==> src/trilinear_donor_stencil_weights_defines.svh <==
// assertion macros for the trilinear donor stencil weights block
// included by the top level; no other dependencies
`ifndef TRILINEAR_DONOR_STENCIL_WEIGHTS_DEFINES_SVH
`define TRILINEAR_DONOR_STENCIL_WEIGHTS_DEFINES_SVH

// same-cycle implication, disabled in reset
`define TDSW_ASSERT_NOW(label, clk, rst_n, cond, expr) \
  label: assert property (@(posedge clk) disable iff (!rst_n) (cond) |-> (expr)) \
    else $error("tdsw same-cycle check failed");

// next-cycle implication, disabled in reset
`define TDSW_ASSERT_NEXT(label, clk, rst_n, cond, expr) \
  label: assert property (@(posedge clk) disable iff (!rst_n) (cond) |=> (expr)) \
    else $error("tdsw next-cycle check failed");

`endif

==> src/tdsw_pkg.sv <==
// shared types and constants for the trilinear donor stencil weights block
// no dependencies
`timescale 1ns / 1ps

package tdsw_pkg;

  localparam int unsigned QUEUE_DEPTH = 2;
  localparam int unsigned QPTR_W      = $clog2(QUEUE_DEPTH);

  localparam logic [16:0] Q_HALF         = 17'd32768;
  localparam logic [16:0] Q_ONE_AND_HALF = 17'd98304;
  localparam logic [2:0]  NODE_LAST      = 3'd7;

  typedef enum logic [1:0] {
    REG_GRID_X = 2'd0,
    REG_GRID_Y = 2'd1,
    REG_GRID_Z = 2'd2
  } reg_idx_t;

  typedef struct packed {
    logic [15:0] cell_x;
    logic [15:0] cell_y;
    logic [15:0] cell_z;
    logic [15:0] frac_x;
    logic [15:0] frac_y;
    logic [15:0] frac_z;
  } in_t;

  typedef struct packed {
    logic [15:0] node_x;
    logic [15:0] node_y;
    logic [15:0] node_z;
    logic [16:0] weight;
    logic [2:0]  node_number;
    logic        last;
  } out_t;

  typedef struct packed {
    logic [15:0] x;
    logic [15:0] y;
    logic [15:0] z;
  } grid_t;

  // clamped node pair and basis pair of one axis
  typedef struct packed {
    logic [15:0] n0;
    logic [15:0] n1;
    logic [16:0] b0;
    logic [16:0] b1;
  } axis_t;

  typedef struct packed {
    axis_t ax;
    axis_t ay;
    axis_t az;
  } entry_t;

  typedef struct packed {
    logic empty;
    logic full;
  } q_stat_t;

endpackage

==> src/trilinear_donor_stencil_weights.sv <==
// top level of the trilinear donor stencil weights block
// depends on tdsw_pkg, tdsw_front, tdsw_queue, tdsw_back and the defines header
//
// channel   direction  handshake                     payload
// input     in         start && !busy                in_item (tdsw_pkg::in_t)
// result    out        out_valid, one cycle a node   out_item (tdsw_pkg::out_t)
// config    in         psel && penable && pwrite     pwdata[15:0] at paddr[3:2]
//
// each item yields eight results on consecutive cycles, the first one leaving
// after the queue entry, the back sequencer registers and stages a, b and c
// sustained rate is set by the back sequencer, which
// walks one stencil node per cycle through its two-multiplier weight pipeline
// reset (synchronous, rst_n low) empties the queue and sets every grid size to 1
// busy rises only when the two-entry queue is full; the receiver cannot stall
`timescale 1ns / 1ps
`include "trilinear_donor_stencil_weights_defines.svh"

module trilinear_donor_stencil_weights (
  input  logic             clk,
  input  logic             rst_n,
  // query channel
  input  logic             start,
  output logic             busy,
  input  tdsw_pkg::in_t    in_item,
  // result channel
  output logic             out_valid,
  output tdsw_pkg::out_t   out_item,
  // register port
  input  logic             psel,
  input  logic             penable,
  input  logic             pwrite,
  input  logic [3:0]       paddr,
  input  logic [31:0]      pwdata,
  output logic [31:0]      prdata,
  output logic             pready
);

  // grid size registers
  tdsw_pkg::grid_t   grid_r, grid_nxt;
  logic              cfg_wr;

  // front to queue to back
  tdsw_pkg::entry_t  fe_entry;
  tdsw_pkg::entry_t  q_data;
  tdsw_pkg::q_stat_t q_stat;
  logic              push;
  logic              pop;

  assign pready = 1'b1;
  assign cfg_wr = psel && penable && pwrite;

  // register writes, index three is ignored
  always_comb begin
    grid_nxt = grid_r;
    if (cfg_wr) begin
      unique case (paddr[3:2])
        tdsw_pkg::REG_GRID_X: grid_nxt.x = pwdata[15:0];
        tdsw_pkg::REG_GRID_Y: grid_nxt.y = pwdata[15:0];
        tdsw_pkg::REG_GRID_Z: grid_nxt.z = pwdata[15:0];
        default:              grid_nxt   = grid_r;
      endcase
    end
  end

  always_ff @(posedge clk) begin
    if (!rst_n) begin
      grid_r.x <= 16'd1;
      grid_r.y <= 16'd1;
      grid_r.z <= 16'd1;
    end else begin
      grid_r <= grid_nxt;
    end
  end

  // register reads
  always_comb begin
    unique case (paddr[3:2])
      tdsw_pkg::REG_GRID_X: prdata = {16'd0, grid_r.x};
      tdsw_pkg::REG_GRID_Y: prdata = {16'd0, grid_r.y};
      tdsw_pkg::REG_GRID_Z: prdata = {16'd0, grid_r.z};
      default:              prdata = 32'd0;
    endcase
  end

  // an item enters the queue on the accepting edge
  assign busy = q_stat.full;
  assign push = start && !busy;

  tdsw_front u_front (
    .in_item (in_item),
    .grid    (grid_r),
    .entry   (fe_entry)
  );

  tdsw_queue u_queue (
    .clk       (clk),
    .rst_n     (rst_n),
    .push      (push),
    .push_data (fe_entry),
    .pop       (pop),
    .pop_data  (q_data),
    .stat      (q_stat)
  );

  tdsw_back u_back (
    .clk       (clk),
    .rst_n     (rst_n),
    .q_stat    (q_stat),
    .q_data    (q_data),
    .pop       (pop),
    .out_valid (out_valid),
    .out_item  (out_item)
  );

  // the last flag marks node seven only
  `TDSW_ASSERT_NOW(a_last_node, clk, rst_n, out_valid, out_item.last == (out_item.node_number == tdsw_pkg::NODE_LAST))
  // the nodes of one stencil come on consecutive cycles
  `TDSW_ASSERT_NEXT(a_stencil_run, clk, rst_n, out_valid && !out_item.last, out_valid && (out_item.node_number == $past(out_item.node_number) + 3'd1))
  // a rounded weight never exceeds one
  `TDSW_ASSERT_NOW(a_weight_max, clk, rst_n, out_valid, out_item.weight <= 17'd65536)

endmodule

==> src/tdsw_front.sv <==
// front part: classifies one query per axis into clamped nodes and bases
// depends on tdsw_pkg
`timescale 1ns / 1ps

module tdsw_front (
  input  tdsw_pkg::in_t    in_item,
  input  tdsw_pkg::grid_t  grid,
  output tdsw_pkg::entry_t entry
);

  function automatic logic [15:0] clamp_node(input logic signed [17:0] v,
                                             input logic signed [17:0] hi);
    logic signed [17:0] r;
    begin
      r = v;
      if (r > hi) r = hi;
      if (r < 18'sd0) r = 18'sd0;
      return r[15:0];
    end
  endfunction

  function automatic tdsw_pkg::axis_t axis_calc(input logic [15:0] cell_idx,
                                                input logic [15:0] frac,
                                                input logic [15:0] size);
    tdsw_pkg::axis_t    a;
    logic signed [17:0] s;
    logic signed [17:0] hi;
    logic [16:0]        f;
    begin
      f  = {1'b0, frac};
      hi = signed'({2'b00, size}) - 18'sd1;
      if (frac[15]) begin
        s    = signed'({2'b00, cell_idx});
        a.b0 = tdsw_pkg::Q_ONE_AND_HALF - f;
        a.b1 = f - tdsw_pkg::Q_HALF;
      end else begin
        s    = signed'({2'b00, cell_idx}) - 18'sd1;
        a.b0 = tdsw_pkg::Q_HALF - f;
        a.b1 = tdsw_pkg::Q_HALF + f;
      end
      a.n0 = clamp_node(s, hi);
      a.n1 = clamp_node(s + 18'sd1, hi);
      return a;
    end
  endfunction

  always_comb begin
    entry.ax = axis_calc(in_item.cell_x, in_item.frac_x, grid.x);
    entry.ay = axis_calc(in_item.cell_y, in_item.frac_y, grid.y);
    entry.az = axis_calc(in_item.cell_z, in_item.frac_z, grid.z);
  end

endmodule

==> src/tdsw_queue.sv <==
// short queue between front and back parts
// depends on tdsw_pkg
`timescale 1ns / 1ps

module tdsw_queue (
  input  logic               clk,
  input  logic               rst_n,
  input  logic               push,
  input  tdsw_pkg::entry_t   push_data,
  input  logic               pop,
  output tdsw_pkg::entry_t   pop_data,
  output tdsw_pkg::q_stat_t  stat
);

  localparam int unsigned CNT_W = $clog2(tdsw_pkg::QUEUE_DEPTH + 1);

  tdsw_pkg::entry_t                mem_r [tdsw_pkg::QUEUE_DEPTH];
  logic [tdsw_pkg::QPTR_W-1:0]     wr_ptr_r, wr_ptr_nxt;
  logic [tdsw_pkg::QPTR_W-1:0]     rd_ptr_r, rd_ptr_nxt;
  logic [CNT_W-1:0]                cnt_r, cnt_nxt;
  logic                            do_push, do_pop;

  always_comb begin
    stat.empty = (cnt_r == CNT_W'(0));
    stat.full  = (cnt_r == CNT_W'(tdsw_pkg::QUEUE_DEPTH));
    do_push    = push && !stat.full;
    do_pop     = pop && !stat.empty;
    // depth is a power of two, pointers wrap on overflow
    wr_ptr_nxt = do_push ? wr_ptr_r + 1'b1 : wr_ptr_r;
    rd_ptr_nxt = do_pop ? rd_ptr_r + 1'b1 : rd_ptr_r;
    cnt_nxt    = cnt_r + CNT_W'(do_push) - CNT_W'(do_pop);
    pop_data   = mem_r[rd_ptr_r];
  end

  always_ff @(posedge clk) begin
    if (!rst_n) begin
      wr_ptr_r <= '0;
      rd_ptr_r <= '0;
      cnt_r    <= '0;
    end else begin
      wr_ptr_r <= wr_ptr_nxt;
      rd_ptr_r <= rd_ptr_nxt;
      cnt_r    <= cnt_nxt;
    end
  end

  always_ff @(posedge clk) begin
    if (do_push) begin
      mem_r[wr_ptr_r] <= push_data;
    end
  end

endmodule

==> src/tdsw_back.sv <==
// back part: walks the eight stencil nodes and forms rounded weights
// depends on tdsw_pkg
`timescale 1ns / 1ps

module tdsw_back (
  input  logic              clk,
  input  logic              rst_n,
  input  tdsw_pkg::q_stat_t q_stat,
  input  tdsw_pkg::entry_t  q_data,
  output logic              pop,
  output logic              out_valid,
  output tdsw_pkg::out_t    out_item
);

  typedef struct packed {
    logic [15:0] nx;
    logic [15:0] ny;
    logic [15:0] nz;
    logic [2:0]  num;
    logic        last;
  } meta_t;

  localparam logic [50:0] ROUND_ADD = 51'h0_8000_0000;

  tdsw_pkg::entry_t cur_r, cur_nxt;
  logic             act_r, act_nxt;
  logic [2:0]       cnt_r, cnt_nxt;

  logic             a_vld_r;
  logic [33:0]      a_pzy_r;
  logic [16:0]      a_bx_r;
  meta_t            a_meta_r, a_meta_nxt;

  logic             b_vld_r;
  logic [50:0]      b_prod_r;
  meta_t            b_meta_r;

  logic [16:0]      bx_sel, by_sel, bz_sel;
  logic [50:0]      rnd_sum;
  logic             out_vld_r;
  tdsw_pkg::out_t   out_r;

  always_comb begin
    pop     = !q_stat.empty && (!act_r || cnt_r == tdsw_pkg::NODE_LAST);
    act_nxt = pop ? 1'b1 : ((cnt_r == tdsw_pkg::NODE_LAST) ? 1'b0 : act_r);
    cnt_nxt = pop ? 3'd0 : (act_r ? cnt_r + 3'd1 : cnt_r);
    cur_nxt = pop ? q_data : cur_r;

    // x fastest, then y, then z
    bx_sel = cnt_r[0] ? cur_r.ax.b1 : cur_r.ax.b0;
    by_sel = cnt_r[1] ? cur_r.ay.b1 : cur_r.ay.b0;
    bz_sel = cnt_r[2] ? cur_r.az.b1 : cur_r.az.b0;

    a_meta_nxt.nx   = cnt_r[0] ? cur_r.ax.n1 : cur_r.ax.n0;
    a_meta_nxt.ny   = cnt_r[1] ? cur_r.ay.n1 : cur_r.ay.n0;
    a_meta_nxt.nz   = cnt_r[2] ? cur_r.az.n1 : cur_r.az.n0;
    a_meta_nxt.num  = cnt_r;
    a_meta_nxt.last = (cnt_r == tdsw_pkg::NODE_LAST);

    rnd_sum = b_prod_r + ROUND_ADD;
  end

  always_ff @(posedge clk) begin
    if (!rst_n) begin
      act_r     <= 1'b0;
      cnt_r     <= 3'd0;
      a_vld_r   <= 1'b0;
      b_vld_r   <= 1'b0;
      out_vld_r <= 1'b0;
    end else begin
      act_r     <= act_nxt;
      cnt_r     <= cnt_nxt;
      a_vld_r   <= act_r;
      b_vld_r   <= a_vld_r;
      out_vld_r <= b_vld_r;
    end
  end

  always_ff @(posedge clk) begin
    cur_r    <= cur_nxt;
    // stage a: z by y basis product
    a_pzy_r  <= {17'd0, bz_sel} * {17'd0, by_sel};
    a_bx_r   <= bx_sel;
    a_meta_r <= a_meta_nxt;
    // stage b: times x basis
    b_prod_r <= {17'd0, a_pzy_r} * {34'd0, a_bx_r};
    b_meta_r <= a_meta_r;
    // stage c: round half up to q1.16
    out_r.node_x      <= b_meta_r.nx;
    out_r.node_y      <= b_meta_r.ny;
    out_r.node_z      <= b_meta_r.nz;
    out_r.weight      <= rnd_sum[48:32];
    out_r.node_number <= b_meta_r.num;
    out_r.last        <= b_meta_r.last;
  end

  assign out_valid = out_vld_r;
  assign out_item  = out_r;

endmodule

==> config.mk <==
export PLATFORM = sky130hd
export DESIGN_NAME = trilinear_donor_stencil_weights
export DESIGN_NICKNAME = d
export VERILOG_FILES = /design/src/tdsw_pkg.sv /design/src/trilinear_donor_stencil_weights.sv /design/src/tdsw_front.sv /design/src/tdsw_queue.sv /design/src/tdsw_back.sv
export VERILOG_INCLUDE_DIRS = /design/src /design/src/src
export SDC_FILE = /design/constraint.sdc
export NUM_CORES = 2
export LEC_CHECK = 0
export BUFFER_PORTS_ARGS = -buffer_cell sky130_fd_sc_hd__buf_2
export CORE_MARGIN = 10
export CORE_UTILIZATION = 43
export CTS_CLUSTER_DIAMETER = 150
export CTS_CLUSTER_SIZE = 12
export DETAILED_ROUTE_END_ITERATION = 7
export HOLD_SLACK_MARGIN = 0.08
export PLACE_DENSITY = 0.62
export SKIP_LAST_GASP = 1
export SLEW_MARGIN = 20
export SYNTH_ARGS = -nofsm -noshare
export SYNTH_HDL_FRONTEND = slang
export SYNTH_SLANG_ARGS = --single-unit
==> constraint.sdc <==
create_clock -name clk -period 28.9 [get_ports clk]
set_clock_uncertainty 0.1 [all_clocks]
set_input_delay 1.445 -clock clk [delete_from_list [all_inputs] [get_ports clk]]
set_output_delay 1.445 -clock clk [all_outputs]
set_load 0.005 [all_outputs]
==> results.cfg <==
[setup_path]
cp-end-kind = register
cp.required_ps = 29390
reg2reg_slack_ps = 20390
cp_max_fo = 29
cp.arrival_ps = 9000
crit_type = reg2reg
crit_path_start_kind = register

[global_routing]
grt_max_degree = 73
grt_pass1_wl_um = 243000
grt_pass1_vias = 43300
grt_overflow = 0
grt_util_all_layers_pct = 18.9
grt_antenna_before_repair = 26

[floorplan]
ioPinCount = 242
die_area_um2 = 162000
fp-row-count = 140
start_util_pct = 43.2
core-area_um2 = 145000
die_y_um = 402
die_w_um = 402

[synthesis]
synth_warnings = 0
postSynthCellCount = 5760
synthFlopType = edfxtp_1
avgSynthCellArea_um2 = 10.9
ys_types = 78
synth_seq_cells = 877
synth_area_um2 = 62800
synth-edff-count = 576
async_reset_ff_share_pct = 0
ys_seq_area_share_pct = 37.1

[sta]
finalHoldViolations = 0
fmax_mhz = 117
slew_violations = 0
period_minus_slack_ps = 8510
finalSetupTns_ps = 0
fin_crit_sh_pct = 29.5
worst_pin_slew_ps = 1160
finalSetupViolations = 0
rsz0062_at_grt = false
slew_headroom_pct = 22.4

[worst_hold_path]
hold_path.class = reg2reg

[clock_tree]
numCtsBuffers = 85
cts_setup_buffers = 0
cts_num_sinks = 877
ctsRootBufferMaster = clkbuf_16
cts_tree = yes
path_clk_slew_ps = 80
clk_latency_ps = 700
cts.htree.levels = 3
cts_hold_buf = 0
cts_buffer_depth = 3
cts_resized = 0

[final_layout]
area_growth_syn_to_layout_pct = 8.85
drive_gt1_share_pct = 11.7
final_nets = 7073
fin_cells = 7881

[routing]
wire_per_inst_um = 19.4
drtIter0Drc = 2641
viasPerCell = 5.21
drc = 0
first_pass_iters = 6
num_vias = 41000
drtAntennaViolNets = 0
routed_wl_um = 153000

[placed_design]
dp_hpwl_um = 111000
gp_congestion = 0.887
io_buffers = 206
dp.cells = 7720

[run_status]
status = finished, final reports clean

[flow_run]
maxCapViolCount = 0
final cells by class:
cell class	count	area, um2
clock buffer	143	2350
clock inverter	12	200
tap	1917	2400
sequential	877	23300
multi-input combinational	3725	35100
timing repair buffer	256	1410
inverter	945	3550
fill	13500	77000
antenna	6	15.0
final timing paths:
path / from / to / cells after the start
hold reg to reg: u_back.a_meta_r[47]$_DFF_P_ / u_back.b_meta_r[47]$_DFF_P_ / 0
hold / removal: u_back.a_meta_r[47]$_DFF_P_ / u_back.b_meta_r[47]$_DFF_P_ / 0
setup reg to reg: u_back.cnt_r[2]$_SDFFE_PP0P_ / u_back.a_pzy_r[33]$_DFF_P_ / 22
setup / recovery: u_back.cnt_r[2]$_SDFFE_PP0P_ / u_back.a_pzy_r[33]$_DFF_P_ / 22
Yosys cell counts, types with 9 or more instances:
| library cell | count | share of area (%) |
|---|---|---|
| o31ai_1 | 10 | 0.12 |
| buf_4 | 18 | 0.22 |
| or3_1 | 20 | 0.20 |
| or4_1 | 20 | 0.24 |
| edfxtp_1 | 576 | 28 |
| nor2_1 | 312 | 1.9 |
| o21a_1 | 11 | 0.13 |
| mux2i_1 | 83 | 1.3 |
| and2_1 | 248 | 2.5 |
| o21ai_0 | 64 | 0.51 |
| mux2_2 | 289 | 5.2 |
| dfxtp_1 | 301 | 9.6 |
| o211ai_1 | 13 | 0.16 |
| a31oi_1 | 11 | 0.11 |
| a21o_1 | 58 | 0.69 |
| nor4_1 | 27 | 0.27 |
| inv_1 | 945 | 5.6 |
| nor3_1 | 61 | 0.49 |
| and3_1 | 19 | 0.19 |
| a221oi_1 | 9 | 0.13 |
| clkbuf_1 | 194 | 1.2 |
| buf_1 | 9 | 0.054 |
| ha_1 | 345 | 6.9 |
| xor2_1 | 72 | 1.0 |
| nand3_1 | 53 | 0.42 |
| nand4_1 | 42 | 0.42 |
| xnor2_1 | 153 | 2.1 |
| a21boi_0 | 47 | 0.56 |
| a21oi_1 | 75 | 0.60 |
| nor2b_1 | 16 | 0.16 |
| nand2_1 | 747 | 4.5 |
| nand2b_1 | 11 | 0.11 |
| a211oi_1 | 84 | 1.0 |
| fa_1 | 700 | 22 |
logic make-up (layout without fill, tap and decap cells):
| group | after synthesis | after routing | share of synthesized area, % |
|---|---|---|---|
| simple gates | 1619 | 1619 | 11.8 |
| buf+inv | 1173 | 1356 | 7.15 |
| fa+ha+maj | 1045 | 1045 | 29.2 |
| flops | 877 | 877 | 37.1 |
| compound gates | 444 | 444 | 4.96 |
| mux | 373 | 373 | 6.53 |
| xor+xnor | 227 | 227 | 3.21 |
| other cells | 2 | 23 | 0.0120 |
sequential cells by signal, summed over array words and instances, names as in the netlist, 2 cells and up:
name and cells:
u_queue.mem_r 384, u_back.cur_r 192, u_back.out_item 69, u_back.a_meta_r 52, u_back.b_meta_r 52, grid_r 48, u_back.a_pzy_r 34, u_back.b_prod_r 18
u_back.a_bx_r 17, u_back.cnt_r 3, u_queue.cnt_r 2
worst max-delay path: stages, from the launching register on:
cell      delay (ps)
dfxtp_2          770
buf_4            510
mux2i_1          930
nor2_1           150
fa_1             570
inv_1             60
fa_1             530
inv_1             50
fa_1             490
fa_1             420
fa_1             490
inv_1             50
fa_1             470
inv_1             40
ha_1             390
nand2_1          140
nor4_1           370
nand3b_1         220
nand3_1          210
nand2_1           90
o311ai_0         670
o221ai_1         280
xnor2_1          340
through the flow:
step                hold WS (ps)  setup slack, ps  utilization (%)  area [um2]
CTS                          182            20440             47.0       68400
global placement             212            20410             45.3       65800
global route                 206            19810             47.0       68400
detailed placement           212            20490             45.3       65800
finish                       184            20390             47.0       68400
floorplan                    210            18250                -       62900
placed cells by master, fill, tap and decap left out, types with 61 or more instances in the layout:
master / synthesis / final
mux2i_1: 83 / 80
xnor2_1: 153 / 153
a21oi_1: 75 / 75
inv_1: 945 / 945
a211oi_1: 84 / 84
buf_2: 5 / 206
fa_1: 700 / 700
o21ai_0: 64 / 64
edfxtp_1: 576 / 576
clkbuf_16: 0 / 85
mux2_2: 289 / 289
ha_1: 345 / 345
nand2_1: 747 / 747
nor2_1: 312 / 310
dfxtp_1: 301 / 283
xor2_1: 72 / 72
nor3_1: 61 / 61
and2_1: 248 / 248
per-layer routing:
layer  GRT usage [%]  up-vias  wire length [um]
met1            24.1    20600             63600
met4            5.02       22              3900
met3            4.34      286             11000
li1                -    18900                 -
met5               0        -               126
met2            32.2     1202             74300
Power is left out: the tool's default activity adds up to more than one toggle a clock period on the data nets, which glitch-free logic cannot reach.
